### src/design/rist_pkg.sv
// Shared codes and the token control struct for the inode slot table.
// No dependencies; used by rist_cell and refcounted_inode_slot_table.
`timescale 1ns / 1ps

package rist_pkg;

  localparam int REQ_W    = 2;
  localparam int STATUS_W = 3;
  localparam int INODE_W  = 16;
  localparam int SLOT_W   = 6;
  localparam int COUNT_W  = 8;

  // request types
  localparam logic [REQ_W-1:0] REQ_GET   = 2'd0;
  localparam logic [REQ_W-1:0] REQ_PUT   = 2'd1;
  localparam logic [REQ_W-1:0] REQ_CLEAR = 2'd2;
  localparam logic [REQ_W-1:0] REQ_NONE  = 2'd3;

  // result status codes
  localparam logic [STATUS_W-1:0] ST_HIT         = 3'd0;
  localparam logic [STATUS_W-1:0] ST_NEW_LOAD    = 3'd1;
  localparam logic [STATUS_W-1:0] ST_FULL        = 3'd2;
  localparam logic [STATUS_W-1:0] ST_DECREMENTED = 3'd3;
  localparam logic [STATUS_W-1:0] ST_RELEASED    = 3'd4;
  localparam logic [STATUS_W-1:0] ST_IGNORED     = 3'd5;
  localparam logic [STATUS_W-1:0] ST_SATURATED   = 3'd6;
  localparam logic [STATUS_W-1:0] ST_CLEARED     = 3'd7;

  // control part of the token that walks the cell row
  typedef struct packed {
    logic                valid;
    logic [REQ_W-1:0]    req;
    logic                done;        // request resolved by an earlier cell
    logic                free_found;  // a free slot has been seen
    logic [STATUS_W-1:0] status;
  } tok_ctl_t;

endpackage

### src/design/rist_cell.sv
// One slot of the inode table: inode number, reference count and the token stage.
// Depends on rist_pkg.
`timescale 1ns / 1ps

module rist_cell #(
  parameter int IDX        = 0,
  parameter int IDX_W      = 6,
  parameter int COUNT_BITS = 8
) (
  input  logic                      clk_i,
  input  logic                      rst_ni,
  input  logic                      clear_i,
  input  logic                      claim_i,
  input  logic [IDX_W-1:0]          claim_idx_i,
  input  logic [rist_pkg::INODE_W-1:0] claim_ino_i,
  input  rist_pkg::tok_ctl_t        ctl_i,
  input  logic [rist_pkg::INODE_W-1:0] ino_i,
  input  logic [rist_pkg::SLOT_W-1:0]  slot_i,
  input  logic [IDX_W-1:0]          idx_i,
  input  logic [COUNT_BITS-1:0]     cnt_i,
  output rist_pkg::tok_ctl_t        ctl_o,
  output logic [rist_pkg::INODE_W-1:0] ino_o,
  output logic [rist_pkg::SLOT_W-1:0]  slot_o,
  output logic [IDX_W-1:0]          idx_o,
  output logic [COUNT_BITS-1:0]     cnt_o
);
  import rist_pkg::*;

  localparam logic [IDX_W-1:0]      MY_IDX  = IDX_W'(IDX);
  localparam logic [COUNT_BITS-1:0] CNT_MAX = '1;

  logic [INODE_W-1:0]    inode_q, inode_d;
  logic [COUNT_BITS-1:0] count_q, count_d;
  tok_ctl_t              ctl_q, ctl_d;
  logic [INODE_W-1:0]    ino_q, ino_d;
  logic [SLOT_W-1:0]     slot_q, slot_d;
  logic [IDX_W-1:0]      idx_q, idx_d;
  logic [COUNT_BITS-1:0] cnt_q, cnt_d;

  always_comb begin
    inode_d = inode_q;
    count_d = count_q;
    ctl_d   = ctl_i;
    ino_d   = ino_i;
    slot_d  = slot_i;
    idx_d   = idx_i;
    cnt_d   = cnt_i;
    if (clear_i) begin
      count_d = '0;
    end else if (claim_i && (claim_idx_i == MY_IDX)) begin
      inode_d = claim_ino_i;
      count_d = COUNT_BITS'(1);
    end else if (ctl_i.valid && !ctl_i.done) begin
      case (ctl_i.req)
        REQ_GET: begin
          if ((count_q != '0) && (inode_q == ino_i)) begin
            ctl_d.done = 1'b1;
            idx_d      = MY_IDX;
            if (count_q == CNT_MAX) begin
              ctl_d.status = ST_SATURATED;
              cnt_d        = count_q;
            end else begin
              ctl_d.status = ST_HIT;
              count_d      = count_q + COUNT_BITS'(1);
              cnt_d        = count_q + COUNT_BITS'(1);
            end
          end else if ((count_q == '0) && !ctl_i.free_found) begin
            // lowest free slot so far; only used if no hit turns up
            ctl_d.free_found = 1'b1;
            idx_d            = MY_IDX;
          end
        end
        REQ_PUT: begin
          if (32'(slot_i) == IDX) begin
            ctl_d.done = 1'b1;
            idx_d      = MY_IDX;
            if (count_q == '0) begin
              ctl_d.status = ST_IGNORED;
              ino_d        = '0;
              cnt_d        = '0;
            end else begin
              count_d      = count_q - COUNT_BITS'(1);
              cnt_d        = count_q - COUNT_BITS'(1);
              ino_d        = inode_q;
              ctl_d.status = (count_q == COUNT_BITS'(1)) ? ST_RELEASED : ST_DECREMENTED;
            end
          end
        end
        default: begin
        end
      endcase
    end
  end

  always_ff @(posedge clk_i or negedge rst_ni) begin
    if (!rst_ni) begin
      count_q <= '0;
      ctl_q   <= '0;
    end else begin
      count_q <= count_d;
      ctl_q   <= ctl_d;
    end
  end

  always_ff @(posedge clk_i) begin
    inode_q <= inode_d;
    ino_q   <= ino_d;
    slot_q  <= slot_d;
    idx_q   <= idx_d;
    cnt_q   <= cnt_d;
  end

  assign ctl_o  = ctl_q;
  assign ino_o  = ino_q;
  assign slot_o = slot_q;
  assign idx_o  = idx_q;
  assign cnt_o  = cnt_q;

endmodule
### config.mk
export PLATFORM = sky130hd
export DESIGN_NAME = rist_cell
export DESIGN_NICKNAME = d
export VERILOG_FILES = /design/src/design/rist_pkg.sv /design/src/design/rist_cell.sv
export SDC_FILE = /design/constraint.sdc
export NUM_CORES = 1
export LEC_CHECK = 0
export ABC_AREA = 1
export BUFFER_PORTS_ARGS = -buffer_cell sky130_fd_sc_hd__buf_2
export CAP_MARGIN = 10
export CORE_MARGIN = 2
export CORE_UTILIZATION = 50
export DETAILED_ROUTE_END_ITERATION = 8
export GPL_TIMING_DRIVEN = 0
export PLACE_DENSITY = 0.83
export SYNTH_ARGS = -nofsm -noshare
export SYNTH_HDL_FRONTEND = slang
export SYNTH_SLANG_ARGS = --single-unit
### constraint.sdc
create_clock -name clk_i -period 2.3 [get_ports clk_i]
set_input_delay 0.345 -clock clk_i [delete_from_list [all_inputs] [get_ports clk_i]]
set_output_delay 0.345 -clock clk_i [all_outputs]
set_load 0.02 [all_outputs]
==> flow_summary.toml <==
[placement]
placed_cells = 618
io_buffers = 112
post-place-ws_ns = 0.255
gp_congestion = 0.911
dpl.hpwl_microns = 6230
postPlaceCellArea_sq_um = 4050

[worst_hold_path]
hold_path_class = "in2reg"

[timing]
fin_ws_ns = 0.208
tightest_slew_ns = 0.736
fin_crit_sh_pct = 90.9
setup_viol = 0
rsz0062_at_grt = "no"
skew_ns = 0.00977
fin_crit_ns = 2.09
hold_viol = 0
max_freq_mhz = 478
slew_headroom_pct = 50.8
maxSlewViolCount = 0

[setup_path]
cp.required_ns = 2.54
path_class = "reg2reg"
end_kind = "flop"
crit_fanout = 9
cp-start-kind = "flop"
cp.arrival_ns = 2.33

[synth]
syn_area_sq_um = 3380
async_reset_ff_share_pct = 23.5
ys_warn_count = 0
syn_area_per_cell_sq_um = 7.89
synth_cell_types = 34
synth.ff_latch_count = 68
synthesis.instances = 428
syn_nets = 501
synth_edf_count = 16
yosysSeqAreaShare_pct = 47.4
ys.flop_type = "dfxtp_1"

[clock_tree]
insertion_delay_ns = 0.35
clk_pin_slew_ns = 0.07
cts_tree = "built"
ctsResizeCount = 0
htreeDepth = 3
cts.sinks = 68
root_buffer = "clkbuf_8"
post-cts-setup-buffers = 0
clk_path_buf_depth = 2
numCtsBuffers = 9

[floorplanning]
io_pins = 114
rows = 29
dieArea_sq_um = 7430
dieWidth_microns = 86.2
coreArea_sq_um = 6460
die_y_microns = 86.2
initial_core_util_pct = 52.3

[cells_and_area]
stdcell_count = 635
fin_area_sq_um = 4270
final_common_cell = "nand2_1"
drive_above_1_share_pct = 33.0
fillers = 558
final_cell_mix = "nand2_1, buf_2, inv_1"
antenna_cells = 0
nets = 626
area_growth_pct = 26.5

[grt]
grt_pass1_vias = 2968
track_usage_pct = 23.2
grt_pass1_wl_microns = 13200
grt-ovfl-total = 0
grt_start_max_net_pins = 17
antenna_found_initial = 0

[detailed_routing]
postRouteAntennaNets = 0
wl_microns = 8140
drc_errors = 0
drt-wirelength-per-cell_microns = 12.8
firstDrtPassIters = 5
routed_via_density = 4.87
num_vias = 3093
drt_iter0_drc = 130

[pwr]
p_total_mw = 2.95
power.density_nw_per_um2 = 691
ir_drop_uv = 454
p_leak_nw = 2.32

[job]
cap_violations = 0

[outcome]
outcome = "finished clean"
worst max-delay path: stages (launching register included):
cell	delay, ns
dfrtp_1	0.46
inv_1	0.17
ha_1	0.23
inv_1	0.08
nor2_2	0.21
nand2_4	0.10
nand2_2	0.08
nor2_4	0.04
nand3_4	0.10
nand2_4	0.07
nand3_4	0.15
nand2_4	0.11
nand2_1	0.10
nand2_1	0.05
kinds of logic (layout without fill, tap and decap cells):
| logic type | after synthesis | in the layout | synth area share [%] |
|---|---|---|---|
| buffers and inverters | 68 | 198 | 8.93 |
| AND/OR/NAND/NOR | 245 | 245 | 32.7 |
| flip-flops | 68 | 68 | 47.4 |
| XOR/XNOR | 14 | 14 | 3.63 |
| adder cells (fa/ha/maj) | 3 | 3 | 1.11 |
| AO/OA/AOI/OAI | 30 | 30 | 6.19 |
what timing repair did:
item                                    4_1_cts  5_1_grt
endpoints found under the hold margin        16        0
hold buffers                                  1        0
endpoints found under the setup margin        0        0
synthesized netlist by cell type (6+ instances only):
| cell type | number | area share [%] |
|---|---|---|
| nor2_1 | 36 | 4.0 |
| dfxtp_1 | 36 | 21 |
| nand2_2 | 6 | 1.1 |
| inv_1 | 47 | 5.2 |
| edfxtp_1 | 16 | 14 |
| inv_2 | 11 | 1.2 |
| o21ai_0 | 10 | 1.5 |
| nand2_1 | 150 | 17 |
| dfrtp_1 | 16 | 12 |
| xor2_1 | 8 | 2.1 |
| nor3_1 | 7 | 1.0 |
| xnor2_1 | 6 | 1.6 |
| o21ai_2 | 10 | 2.6 |
| nand3_1 | 27 | 4.0 |
stage by stage:
stage                     util [%]  hold slack, ns  TNS (ns)
after floorplan                  -          0.0494         0
after global placement        62.5           0.289     -1.13
after detailed placement      62.6           0.288         0
after CTS                     66.1          0.0901         0
after global routing          66.1          0.0802         0
final                         66.1          0.0996         0
final cells by class:
| type | count | area, sq um | area share, % |
|---|---|---|---|
| inverter | 58 | 218 | 5.10 |
| sequential | 68 | 1600 | 37.5 |
| multi-input combinational | 292 | 1470 | 34.5 |
| buffer | 10 | 83.8 | 1.96 |
| clock buffer | 11 | 141 | 3.31 |
| tap | 77 | 96.3 | 2.26 |
| timing repair buffer | 114 | 582 | 13.6 |
| clock inverter | 5 | 75.1 | 1.76 |
power breakdown:
group | internal [mW] | switching [mW]
clock | 0.634 | 0.442
combinational | 0.210 | 0.350
sequential | 1.29 | 0.0287
metal layers:
metal	vias up	routed length (microns)	GRT usage, %
li1	1578	-	-
met1	1377	3470	28.2
met2	124	3950	39.1
met3	14	565	7.62
met4	0	161	7.53
met5	-	0	0
state kept, by name, summed over array words and instances (netlist names):
name	cells
count_q	8
inode_q	16
ctl_o	8
cnt_o	8
idx_o	6
ino_o	16
slot_o	6
worst paths after layout:
| kind | from | slack (ns) | depth (start not counted) | endpoint |
|---|---|---|---|---|
| min in group asynchronous | rst_ni | 0.46 | 2 | count_q[1] |
| max in group asynchronous | rst_ni | 1.56 | 2 | ctl_o[6] |
| min reg2reg | inode_q[6] | 0.54 | 2 | ino_o[6] |
| max | count_q[0] | 0.21 | 13 | count_q[2] |
| min | slot_i[1] | 0.1 | 1 | slot_o[1] |
| max reg2reg | count_q[0] | 0.21 | 13 | count_q[2] |
(Power assumes the default switching activity.)
